--- src/hdl/ile_pkg.sv ---
// ----------------------------------------------------------------------------
// ile_pkg
// Shared constants, codes and controller/datapath interface types for the
// indexed list engine.
// ----------------------------------------------------------------------------
`default_nettype none

package ile_pkg;

  localparam int DEPTH = 64;
  localparam int AW    = $clog2(DEPTH);
  localparam int CW    = AW + 1;
  localparam int DW    = 32;
  localparam int FW    = 3;
  localparam int PW    = 7;
  localparam int SW    = 2;

  typedef logic [AW-1:0] addr_t;
  typedef logic [CW-1:0] cnt_t;
  typedef logic [DW-1:0] word_t;

  typedef enum logic [FW-1:0] {
    FN_APPEND = 3'd0,
    FN_INSERT = 3'd1,
    FN_GET    = 3'd2,
    FN_SET    = 3'd3,
    FN_REMOVE = 3'd4,
    FN_SEARCH = 3'd5,
    FN_CLEAR  = 3'd6,
    FN_NOP    = 3'd7
  } func_t;

  typedef enum logic [SW-1:0] {
    ST_OK    = 2'd0,
    ST_RANGE = 2'd1,
    ST_FULL  = 2'd2,
    ST_RSVD  = 2'd3
  } stat_t;

  typedef enum logic [5:0] {
    S_IDLE   = 6'b000001,
    S_DECODE = 6'b000010,
    S_WALK   = 6'b000100,
    S_DRAIN  = 6'b001000,
    S_WTAG   = 6'b010000,
    S_RESULT = 6'b100000
  } state_t;

  typedef struct packed {
    logic load;
    logic ptr_init;
    logic step;
    logic rd_en;
    logic wr_tag;
    logic cnt_inc;
    logic cnt_dec;
    logic cnt_clr;
    logic emit;
  } cmd_t;

  typedef struct packed {
    func_t func;
    logic  st_ok;
    logic  pos_eq_cnt;
    logic  cnt_zero;
    logic  walk_last;
    logic  match;
    logic  out_free;
  } dp_stat_t;

endpackage

`default_nettype wire

--- src/hdl/ile_ctrl.sv ---
// ----------------------------------------------------------------------------
// ile_ctrl
// Request sequencer: decodes a latched request, steps the memory walk and
// hands the finished result to the output register.
// ----------------------------------------------------------------------------
`default_nettype none

module ile_ctrl (
  input  wire                     clk,
  input  wire                     rst_n,
  input  wire                     in_valid,
  input  wire ile_pkg::dp_stat_t  st,
  output logic                    idle,
  output ile_pkg::cmd_t           cmd
);

  ile_pkg::state_t state_r, state_nxt;

  always_ff @(posedge clk) begin
    if (!rst_n) begin
      state_r <= ile_pkg::S_IDLE;
    end else begin
      state_r <= state_nxt;
    end
  end

  assign idle = (state_r == ile_pkg::S_IDLE);

  always_comb begin
    state_nxt = state_r;
    cmd       = '0;
    unique case (state_r)
      ile_pkg::S_IDLE: begin
        if (in_valid) begin
          cmd.load  = 1'b1;
          state_nxt = ile_pkg::S_DECODE;
        end
      end
      ile_pkg::S_DECODE: begin
        if (!st.st_ok) begin
          state_nxt = ile_pkg::S_RESULT;
        end else begin
          unique case (st.func)
            ile_pkg::FN_APPEND, ile_pkg::FN_SET: begin
              state_nxt = ile_pkg::S_WTAG;
            end
            ile_pkg::FN_INSERT: begin
              if (st.pos_eq_cnt) begin
                state_nxt = ile_pkg::S_WTAG;
              end else begin
                cmd.ptr_init = 1'b1;
                state_nxt    = ile_pkg::S_WALK;
              end
            end
            ile_pkg::FN_GET, ile_pkg::FN_REMOVE: begin
              cmd.ptr_init = 1'b1;
              state_nxt    = ile_pkg::S_WALK;
            end
            ile_pkg::FN_SEARCH: begin
              if (st.cnt_zero) begin
                state_nxt = ile_pkg::S_RESULT;
              end else begin
                cmd.ptr_init = 1'b1;
                state_nxt    = ile_pkg::S_WALK;
              end
            end
            ile_pkg::FN_CLEAR: begin
              cmd.cnt_clr = 1'b1;
              state_nxt   = ile_pkg::S_RESULT;
            end
            default: begin
              state_nxt = ile_pkg::S_RESULT;
            end
          endcase
        end
      end
      ile_pkg::S_WALK: begin
        if (st.match) begin
          state_nxt = ile_pkg::S_RESULT;
        end else begin
          cmd.rd_en = 1'b1;
          if (st.walk_last) begin
            state_nxt = ile_pkg::S_DRAIN;
          end else begin
            cmd.step = 1'b1;
          end
        end
      end
      ile_pkg::S_DRAIN: begin
        if (st.func == ile_pkg::FN_INSERT) begin
          state_nxt = ile_pkg::S_WTAG;
        end else begin
          cmd.cnt_dec = (st.func == ile_pkg::FN_REMOVE);
          state_nxt   = ile_pkg::S_RESULT;
        end
      end
      ile_pkg::S_WTAG: begin
        cmd.wr_tag  = 1'b1;
        cmd.cnt_inc = (st.func != ile_pkg::FN_SET);
        state_nxt   = ile_pkg::S_RESULT;
      end
      ile_pkg::S_RESULT: begin
        if (st.out_free) begin
          cmd.emit  = 1'b1;
          state_nxt = ile_pkg::S_IDLE;
        end
      end
      default: begin
        state_nxt = ile_pkg::S_IDLE;
      end
    endcase
  end

endmodule

`default_nettype wire

--- src/hdl/ile_dp.sv ---
// ----------------------------------------------------------------------------
// ile_dp
// Datapath: element memory, element count, request registers, walk pointer,
// shift/compare logic and the result register.
// ----------------------------------------------------------------------------
`default_nettype none

module ile_dp (
  input  wire                    clk,
  input  wire                    rst_n,
  input  wire ile_pkg::cmd_t     cmd,
  output ile_pkg::dp_stat_t      st,
  input  wire  [ile_pkg::FW-1:0] in_func,
  input  wire  [ile_pkg::PW-1:0] in_position,
  input  wire  [ile_pkg::DW-1:0] in_value,
  output logic                   out_valid,
  input  wire                    out_stall,
  output logic [ile_pkg::SW-1:0] out_status,
  output logic [ile_pkg::DW-1:0] out_data,
  output logic                   out_found,
  output logic [ile_pkg::AW-1:0] out_found_position,
  output logic [ile_pkg::CW-1:0] out_count,
  output logic                   out_empty_res
);

  ile_pkg::word_t mem [ile_pkg::DEPTH];

  ile_pkg::func_t func_r;
  ile_pkg::stat_t stat_r, stat_nxt;
  ile_pkg::addr_t pos_r;
  ile_pkg::word_t tag_r;
  ile_pkg::cnt_t  count_r, count_nxt;
  ile_pkg::addr_t ptr_r, ptr_nxt;
  ile_pkg::addr_t ptr_d_r;
  logic           pend_r;
  ile_pkg::word_t rdata_r;
  ile_pkg::word_t data_r;
  logic           found_r;
  ile_pkg::addr_t fpos_r;
  logic           out_valid_r;
  ile_pkg::stat_t out_status_r;
  ile_pkg::word_t out_data_r;
  logic           out_found_r;
  ile_pkg::addr_t out_fpos_r;
  ile_pkg::cnt_t  out_count_r;

  ile_pkg::func_t in_fn;
  ile_pkg::cnt_t  in_pos;
  ile_pkg::addr_t last_idx;
  ile_pkg::addr_t walk_end;
  logic           is_ins;
  logic           is_rem;
  logic           is_srch;
  logic           hit;
  logic           cap;
  logic           we;
  ile_pkg::addr_t wa;
  ile_pkg::word_t wd;

  assign in_fn    = ile_pkg::func_t'(in_func);
  assign in_pos   = ile_pkg::cnt_t'(in_position);
  assign last_idx = ile_pkg::addr_t'(count_r - ile_pkg::cnt_t'(1));
  assign is_ins   = (func_r == ile_pkg::FN_INSERT);
  assign is_rem   = (func_r == ile_pkg::FN_REMOVE);
  assign is_srch  = (func_r == ile_pkg::FN_SEARCH);

  // request check against the count before the operation
  always_comb begin
    stat_nxt = ile_pkg::ST_OK;
    unique case (in_fn)
      ile_pkg::FN_APPEND: begin
        if (count_r >= ile_pkg::cnt_t'(ile_pkg::DEPTH)) stat_nxt = ile_pkg::ST_FULL;
      end
      ile_pkg::FN_INSERT: begin
        priority if (in_pos > count_r) stat_nxt = ile_pkg::ST_RANGE;
        else if (count_r >= ile_pkg::cnt_t'(ile_pkg::DEPTH)) stat_nxt = ile_pkg::ST_FULL;
        else stat_nxt = ile_pkg::ST_OK;
      end
      ile_pkg::FN_GET, ile_pkg::FN_SET, ile_pkg::FN_REMOVE: begin
        if (in_pos >= count_r) stat_nxt = ile_pkg::ST_RANGE;
      end
      default: begin
        stat_nxt = ile_pkg::ST_OK;
      end
    endcase
  end

  always_ff @(posedge clk) begin
    if (cmd.load) begin
      func_r <= in_fn;
      stat_r <= stat_nxt;
      tag_r  <= in_value;
      pos_r  <= (in_fn == ile_pkg::FN_APPEND) ? ile_pkg::addr_t'(count_r)
                                               : ile_pkg::addr_t'(in_position);
    end
  end

  // walk pointer
  always_comb begin
    unique case (func_r)
      ile_pkg::FN_INSERT: walk_end = pos_r;
      ile_pkg::FN_GET:    walk_end = pos_r;
      default:            walk_end = last_idx;
    endcase
  end

  always_comb begin
    ptr_nxt = ptr_r;
    priority if (cmd.ptr_init) begin
      unique case (func_r)
        ile_pkg::FN_INSERT: ptr_nxt = last_idx;
        ile_pkg::FN_SEARCH: ptr_nxt = '0;
        default:            ptr_nxt = pos_r;
      endcase
    end else if (cmd.step) begin
      ptr_nxt = is_ins ? ptr_r - ile_pkg::addr_t'(1) : ptr_r + ile_pkg::addr_t'(1);
    end else begin
      ptr_nxt = ptr_r;
    end
  end

  always_ff @(posedge clk) begin
    ptr_r   <= ptr_nxt;
    ptr_d_r <= ptr_r;
  end

  always_ff @(posedge clk) begin
    if (!rst_n) begin
      pend_r <= 1'b0;
    end else begin
      pend_r <= cmd.rd_en;
    end
  end

  // handling of the word read in the previous cycle
  assign hit = pend_r && is_srch && !found_r && (rdata_r == tag_r);
  assign cap = pend_r && !is_ins && !is_srch && (ptr_d_r == pos_r);

  always_comb begin
    we = 1'b0;
    wa = pos_r;
    wd = tag_r;
    priority if (cmd.wr_tag) begin
      we = 1'b1;
    end else if (pend_r && is_ins) begin
      we = 1'b1;
      wa = ptr_d_r + ile_pkg::addr_t'(1);
      wd = rdata_r;
    end else if (pend_r && is_rem && (ptr_d_r != pos_r)) begin
      we = 1'b1;
      wa = ptr_d_r - ile_pkg::addr_t'(1);
      wd = rdata_r;
    end else begin
      we = 1'b0;
    end
  end

  always_ff @(posedge clk) begin
    if (we) begin
      mem[wa] <= wd;
    end
    if (cmd.rd_en) begin
      rdata_r <= mem[ptr_r];
    end
  end

  always_ff @(posedge clk) begin
    if (cmd.load) begin
      data_r  <= '0;
      found_r <= 1'b0;
      fpos_r  <= '0;
    end else begin
      if (cap) begin
        data_r <= rdata_r;
      end
      if (hit) begin
        found_r <= 1'b1;
        fpos_r  <= ptr_d_r;
      end
    end
  end

  // element count
  always_comb begin
    count_nxt = count_r;
    priority if (cmd.cnt_clr) count_nxt = '0;
    else if (cmd.cnt_inc) count_nxt = count_r + ile_pkg::cnt_t'(1);
    else if (cmd.cnt_dec) count_nxt = count_r - ile_pkg::cnt_t'(1);
    else count_nxt = count_r;
  end

  always_ff @(posedge clk) begin
    if (!rst_n) begin
      count_r <= '0;
    end else begin
      count_r <= count_nxt;
    end
  end

  // result register
  always_ff @(posedge clk) begin
    if (!rst_n) begin
      out_valid_r <= 1'b0;
    end else if (cmd.emit) begin
      out_valid_r <= 1'b1;
    end else if (!out_stall) begin
      out_valid_r <= 1'b0;
    end
  end

  always_ff @(posedge clk) begin
    if (cmd.emit) begin
      out_status_r <= stat_r;
      out_data_r   <= data_r;
      out_found_r  <= found_r;
      out_fpos_r   <= fpos_r;
      out_count_r  <= count_r;
    end
  end

  assign out_valid          = out_valid_r;
  assign out_status         = out_status_r;
  assign out_data           = out_data_r;
  assign out_found          = out_found_r;
  assign out_found_position = out_fpos_r;
  assign out_count          = out_count_r;
  assign out_empty_res      = (out_count_r == '0);

  assign st.func       = func_r;
  assign st.st_ok      = (stat_r == ile_pkg::ST_OK);
  assign st.pos_eq_cnt = (ile_pkg::cnt_t'(pos_r) == count_r);
  assign st.cnt_zero   = (count_r == '0);
  assign st.walk_last  = (ptr_r == walk_end);
  assign st.match      = hit;
  assign st.out_free   = !out_valid_r || !out_stall;

endmodule

`default_nettype wire

--- src/hdl/indexed_list_engine.sv ---
// ----------------------------------------------------------------------------
// indexed_list_engine
// Ordered list of up to 64 32-bit tags addressed by position: append, insert,
// get, set, remove, search and clear, one result per request.
// ----------------------------------------------------------------------------
// usage
//   in_*  : request channel (func, position, value), valid/stall handshake
//   out_* : result channel (status, data, found, found_position, count,
//           empty_res), valid/stall handshake, one result per request
//   one request is in work at a time; in_stall is high while it runs
//   steps from accept to result, n entries:
//     clear, unused selector, errors, search on empty list: decode, result
//     append, set, insert at the end: decode, tag write, result
//     get: decode, read at p, drain, result
//     insert at p below n: decode, walk n-1 to p, drain, tag write, result
//     remove at p: decode, walk p up to n-1, drain, result
//     search: decode, walk from 0, stops at the first match
//   the walk moves one entry per cycle through the memory's single read
//   and single write port
//   a new request is taken while the last result still waits in the output
//   register; a stalled receiver holds that result and blocks the next one
//   reset empties the list (count 0) and drops any pending result
// ----------------------------------------------------------------------------
`default_nettype none

module indexed_list_engine (
  input  wire                    clk,
  input  wire                    rst_n,
  input  wire                    in_valid,
  output logic                   in_stall,
  input  wire  [ile_pkg::FW-1:0] in_func,
  input  wire  [ile_pkg::PW-1:0] in_position,
  input  wire  [ile_pkg::DW-1:0] in_value,
  output logic                   out_valid,
  input  wire                    out_stall,
  output logic [ile_pkg::SW-1:0] out_status,
  output logic [ile_pkg::DW-1:0] out_data,
  output logic                   out_found,
  output logic [ile_pkg::AW-1:0] out_found_position,
  output logic [ile_pkg::CW-1:0] out_count,
  output logic                   out_empty_res
);

  ile_pkg::cmd_t     cmd;
  ile_pkg::dp_stat_t st;
  logic              idle;

  assign in_stall = !idle;

  ile_ctrl u_ctrl (
    .clk      (clk),
    .rst_n    (rst_n),
    .in_valid (in_valid),
    .st       (st),
    .idle     (idle),
    .cmd      (cmd)
  );

  ile_dp u_dp (
    .clk                (clk),
    .rst_n              (rst_n),
    .cmd                (cmd),
    .st                 (st),
    .in_func            (in_func),
    .in_position        (in_position),
    .in_value           (in_value),
    .out_valid          (out_valid),
    .out_stall          (out_stall),
    .out_status         (out_status),
    .out_data           (out_data),
    .out_found          (out_found),
    .out_found_position (out_found_position),
    .out_count          (out_count),
    .out_empty_res      (out_empty_res)
  );

endmodule

`default_nettype wire
--- config.mk ---
export PLATFORM = sky130hd
export DESIGN_NAME = indexed_list_engine
export DESIGN_NICKNAME = d
export VERILOG_FILES = /design/src/hdl/ile_pkg.sv /design/src/hdl/ile_ctrl.sv /design/src/hdl/ile_dp.sv /design/src/hdl/indexed_list_engine.sv
export SDC_FILE = /design/constraint.sdc
export NUM_CORES = 2
export LEC_CHECK = 0
export ABC_AREA = 0
export BUFFER_PORTS_ARGS = -buffer_cell sky130_fd_sc_hd__buf_2
export CORE_MARGIN = 4
export CORE_UTILIZATION = 26
export DETAILED_ROUTE_END_ITERATION = 6
export HOLD_SLACK_MARGIN = 0.03
export SYNTH_ARGS = -nofsm -noshare
export SYNTH_HDL_FRONTEND = slang
export SYNTH_SLANG_ARGS = --single-unit
--- constraint.sdc ---
create_clock -name clk -period 11 [get_ports clk]
set_input_delay 3.3 -clock clk [delete_from_list [all_inputs] [get_ports clk]]
set_output_delay 3.3 -clock clk [all_outputs]
set_load 0.01 [all_outputs]
# ---- Word level (Yosys, flattened, before mapping)
# Memory sizes are Yosys's and may differ from the RTL's. A register that Yosys moved wholly into a read port is not among the register bits.
# Cells that the tools add are included.
# W data, S select, Z words.
dict set report classes {
  add_sub_neg 6
  eq_ne 26
  n_mux 53
  n_lt_le_gt_ge 3
  n_reduce_logical 29
  bitwise_logic 1
}
# operator count
set ops {}
lappend ops {{$mux W32} 3}
lappend ops {{$mux W6} 15}
lappend ops {{$pmux W6 S6} 1}
lappend ops {{$eq A32 B32 Y1} 1}
lappend ops {{$pmux W6 S4} 1}
lappend ops {{$mux W1} 22}
lappend ops {{$logic_not A7 Y1} 2}
lappend ops {{$mux W7} 2}
lappend ops {{$add A6 B1 Y6 const B} 2}
lappend ops {{$eq A3 B2 Y1 const B} 4}
lappend ops {{$eq A3 B3 Y1 const B} 4}
lappend ops {{$eq A6 B6 Y1} 2}
lappend ops {{$pmux W6 S2} 1}
lappend ops {{$sub A6 B1 Y6 const B} 2}
lappend ops {{$mux W2} 5}
lappend ops {{$logic_and A1 B1 Y1} 9}
lappend ops {{$reduce_or A2 Y1} 4}
lappend ops {{$add A7 B1 Y7 const B} 1}
lappend ops {{$eq A6 B7 Y1} 1}
lappend ops {{$ge A7 B7 Y1} 1}
lappend ops {{$ge A7 B7 Y1 const B} 1}
lappend ops {{$gt A7 B7 Y1} 1}
lappend ops {{$sub A7 B1 Y7 const B} 1}
lappend ops {{$eq A3 B1 Y1 const B} 2}
lappend ops {{21 further kinds} 30}
dict set report totals {
  out_inout_bits 51
  mem_bits_rw 2048
  register_bits 157
  elab_cells 137
  inputBits 46
  mem_count 1
}
# name words width read_ports rd_clocked_by_memory_dff wr line
set memory_table {}
lappend memory_table {u_dp.mem 64 32 1 1 1 ile_dp.sv:26} ;# ile_pkg::word_t mem [ile_pkg::DEPTH];

# ---- Longest topological paths before layout
dict set report depth {
  ltp_word 9
  ltp_mapped 11
  depth_no_buf 8
}

# ---- Cells and area by module
# A second synthesis with hierarchy kept.
dict set report unflattened {
  hier_cells 3816
  hier_area_um2 86544.3
}
# mod seq_area_each_um2 area_each_um2 n_inst cells_per_inst
set by_module_without_submodules {}
lappend by_module_without_submodules {ile_dp 66453.7 85996.2 1 3749}
lappend by_module_without_submodules {ile_ctrl 120.1 544.3 1 66}
lappend by_module_without_submodules {indexed_list_engine 0.0 3.8 1 1}

# ---- Least setup slack after synthesis
# OpenSTA, ideal clock, no wires.
dict set report synth_path {
  path_type {input port to flip-flop}
  from {input out_stall}
  to {register u_dp.out_count_r[0] (netlist: u_dp.out_count[0]) (enable)}
  required_time_ps 10531
  setup_slack_ps 4863
  path_stages 1
  arrival_time_ps 5668
  setup_ps 469
  n_path_buf 0
  cell_sequence {a21oi_1}
}
dict set report synth_via {
  elab_chain_len 4
}
# element line
set synth_rtl {}
lappend synth_rtl {{from (decl)} indexed_list_engine.sv:35} ;# input wire out_stall,
lappend synth_rtl {{$logic_not A1 Y1} -}
lappend synth_rtl {{$logic_or A1 B1 Y1} ile_dp.sv:235} ;# assign st.out_free = !out_valid_r || !out_stall;
lappend synth_rtl {{$mux W1} ile_ctrl.sv:103} ;# if (st.out_free) begin
lappend synth_rtl {{$mux W1} ile_ctrl.sv:32} ;# unique case (state_r)
lappend synth_rtl {{to (signal assigned)} ile_dp.sv:217} ;# out_count_r <= count_r;
lappend synth_rtl {{to (decl)} ile_dp.sv:45} ;# ile_pkg::cnt_t out_count_r;
# Every way passes these cells.
# A chain may end at the register's enable or synchronous reset.

# ---- Worst setup path after layout
dict set report layout_path {
  from {register u_ctrl.state_r[2]}
  to {output in_stall}
}
dict set report layout_via {
  elab_chain_len 2
}
# element line
set layout_rtl {}
lappend layout_rtl {{from (decl)} ile_ctrl.sv:17} ;# ile_pkg::state_t state_r, state_nxt;
lappend layout_rtl {{from (signal assigned)} ile_ctrl.sv:21} ;# state_r <= ile_pkg::S_IDLE;
lappend layout_rtl {{from (signal assigned)} ile_ctrl.sv:23} ;# state_r <= state_nxt;
lappend layout_rtl {{$eq A6 B1 Y1} ile_ctrl.sv:27} ;# assign idle = (state_r == ile_pkg::S_IDLE);
lappend layout_rtl {{$logic_not A1 Y1} indexed_list_engine.sv:48} ;# assign in_stall = !idle;
lappend layout_rtl {{to (decl)} indexed_list_engine.sv:30} ;# output logic in_stall,
# Every way passes these cells.

==> run metrics <==
netlist area before placement 0.08638 sq mm; post-CTS repair timing setup buffer count 0; status finished clean; max_cap viols 0; mean instance size in the synthesized netlist 23.65 sq um; proportion of power drawn by the clock network 0.412; post-CTS resize count 0; vias per cell 4.863; Final Hold Violating Endpoints 0; Pwr Density 174.3 mW/mm^2; fin crit share 0.5042; leakage power 29.96 nW; post-route setup TNS 0 ns; crit path time final 5.547 ns; Worst Max-Slew Pin Slew 1.366 ns; Distinct cells, synth 68; clock tree from TritonCTS built; deepest level of the CTS H-tree 4; worst min-delay path category reg -> reg; number of register bits inferred by synthesis 2237; remaining routing DRC violations 0; detailed-placement wirelength estimate 120.8 mm; Max Fanout on Critical Path 8; vias after detailed routing 41000; clock root cell clkbuf_16; power share of the combinational group 0.034; net count after synthesis 3715; upper clock frequency limit 180.3 MHz; number of antenna violations at the first check in global routing 12; number of port buffers 96; hold path startpoint u_dp.data_r[13]; layout cell share with drive strength beyond 1 0.3253; horizontal die dimension 584.4 um; maximum root-to-sink buffer count 3; Psw 3.679 mW; Worst-path clk slew 0.06 ns; top_reg_cell synth edfxtp_1; Max Clock Skew 0.03911 ns; Reg power frac 0.554; starting utilization of the core area 0.2613; layout net count 3942; number of primary I/O pins 97; number of synthesized flops with an enable pin 2177; most common cell after layout, fill and taps aside edfxtp_1; standard-cell rows 211; count of hold-fix buffers inserted at cts 0; global-route usage over all layers 0.1298; kind of start point of the critical path register; global-route wire length before repair 318.6 mm; critical path endpoint category output pin; Setup Viol. Count Final 0; pre-CTS setup slack 5.853 ns; clock insertion delay at the later pin of the skew report 0.85 ns; Pins Over Slew Limit 0; net switching fraction of the power 0.2119; ANT nets after route 0; clock buffers created by TritonCTS 214; count of routing violations after the opening detailed-route iteration 5696; post-synthesis instance total 3653; gpl congestion 0.7941; Slew HR 0.08966; area added between synthesis and finish 15.28%; startpoint of the most critical setup path u_ctrl.state_r[2]; maximum number of pins on one net before global-route repair 128; clk sinks 2237; total of warnings raised by yosys 0; cell internal pwr 13.68 mW; die outline area 0.3415 sq mm; wire length reported by the detailed router 226.5 mm; post-synthesis async set-or-reset flop share 0; worst supply voltage drop on vdd 0.0001673 V; via count of the first global-routing pass 40650; worst reg2reg startpoint u_dp.ptr_r[1]; core region area 0.3305 sq mm; y dimension of the die 584.4 um; Reg2Reg Setup Slack 5.79 ns; unrepaired setup endpoints after global routing no; proportion of synthesized chip area in sequential cells 0.7707; router iterations before antenna repair 5; leading cell types in the layout, fill and taps excluded 2177 x edfxtp_1, 668 x mux4_2, 216 x clkbuf_16; critical path start-end classification reg -> out; worst setup margin 5.453 ns; total overflow reported by the global router 0; average wire length per cell after detail routing 26.86 um; arrival time of the worst setup path 2.25 ns; Required @ worst endpoint 7.70 ns
## path summary, 6_finish.rpt
kind / endpoint / cells after the start
worst min register to register: u_dp.out_data[13] / 0
worst min-delay path: u_dp.out_data[13] / 0
worst max-delay path: in_stall / 3
worst max register to register: u_dp.rdata_r[29] / 6
## through the flow
| step | area (sq um) | hold WS, ns | std cells | utilization | power (mW) |
|---|---|---|---|---|---|
| final | 99580 | 0.4286 | 8432 | 0.3013 | 17.36 |
| after global routing | 99570 | 0.4352 | 8431 | 0.3013 | 17.91 |
| after CTS | 99570 | 0.4341 | 8430 | 0.3012 | 17.48 |
| after detailed placement | 92780 | 0.4184 | 8030 | 0.2807 | 10.38 |
| after global placement | 92780 | 0.4181 | 8030 | 0.2807 | 10.35 |
| after floorplan | 86380 | 0.3711 | 3653 | - | 10.10 |
## synthesized netlist by cell type (3+ instances only)
| library cell | count | area [sq um] |
|---|---|---|
| buf_2 | 67 | 335.3 |
| mux2_2 | 42 | 473.0 |
| a22oi_1 | 4 | 30.03 |
| o21ai_0 | 22 | 110.1 |
| clkbuf_1 | 109 | 409.1 |
| buf_6 | 8 | 90.09 |
| ha_1 | 15 | 187.7 |
| a211oi_1 | 3 | 22.52 |
| or3_1 | 9 | 56.30 |
| nor2_1 | 65 | 244.0 |
| and3_1 | 10 | 62.56 |
| a221oi_1 | 6 | 52.55 |
| nor2b_1 | 7 | 43.79 |
| mux4_2 | 668 | 15040 |
| a21oi_1 | 20 | 100.1 |
| o211ai_1 | 6 | 45.04 |
| a31oi_1 | 7 | 43.79 |
| inv_1 | 17 | 63.81 |
| nor3b_1 | 9 | 67.56 |
| nor3_1 | 66 | 330.3 |
| nand4_1 | 14 | 87.58 |
| dfxtp_1 | 60 | 1201 |
| nand2b_1 | 3 | 18.77 |
| mux2i_1 | 48 | 480.5 |
| or2_2 | 3 | 18.77 |
| xor2_1 | 16 | 140.1 |
| buf_1 | 14 | 52.55 |
| a21o_1 | 4 | 30.03 |
| nand3_1 | 5 | 25.02 |
| xnor2_1 | 51 | 446.7 |
| o221ai_1 | 3 | 26.28 |
| buf_4 | 6 | 45.04 |
| nor4_1 | 26 | 162.7 |
| edfxtp_1 | 2177 | 65370 |
| nand2_1 | 23 | 86.33 |
## power by group through the flow
stage	combinational, mW	clock [mW]	sequential (mW)
after floorplan	0.348	0	9.75
after global placement	0.560	0	9.79
after detailed placement	0.591	0	9.79
after CTS	0.591	7.28	9.61
after global routing	0.639	7.66	9.61
final	0.596	7.15	9.62
## worst max-delay path, stage by stage, from the launching register on
cell,delay [ns]
dfxtp_1,0.36
nor4_1,0.58
nand2_1,0.27
buf_2,0.22
## registers in the layout, indices dropped and copies added (netlist names), 3 cells and up
signal / count
u_dp.out_data: 32
u_dp.out_found_position: 6
u_dp.mem: 2048
u_dp.func_r: 3
u_dp.pos_r: 6
u_dp.rdata_r: 32
u_dp.count_r: 7
u_dp.ptr_d_r: 6
u_ctrl.state_r: 6
u_dp.fpos_r: 6
u_dp.out_count: 7
u_dp.ptr_r: 6
u_dp.tag_r: 32
u_dp.data_r: 32
## routing by layer
metal | vias up | global-route usage | part of all wire
li1 | 16150 | - | -
met2 | 1983 | 0.1979 | 0.46
met3 | 307 | 0.03175 | 0.097
met1 | 22560 | 0.1859 | 0.42
met5 | - | 0 | 0
met4 | 0 | 0.03326 | 0.022
## cells by family after synthesis
kind of cell	synth area share
adder cells (fa/ha/maj)	0.002404
multiplexers	0.1852
XOR/XNOR	0.006793
AND/OR/NAND/NOR	0.01559
flip-flops	0.7707
AO/OA/AOI/OAI	0.007749
buffers and inverters	0.01157
## layout make-up
cell class | count | area, sq um
Clock inverter | 128 | 1106
Clock buffer | 272 | 5685
Tap cell | 4366 | 5463
Multi-Input combinational cell | 1194 | 19200
Sequential cell | 2237 | 66570
Timing Repair Buffer | 215 | 1474
Antenna cell | 2 | 5.005
Fill cell | 31490 | 231000
Inverter | 18 | 67.56
Note: power is estimated with default switching activity, not from simulation.
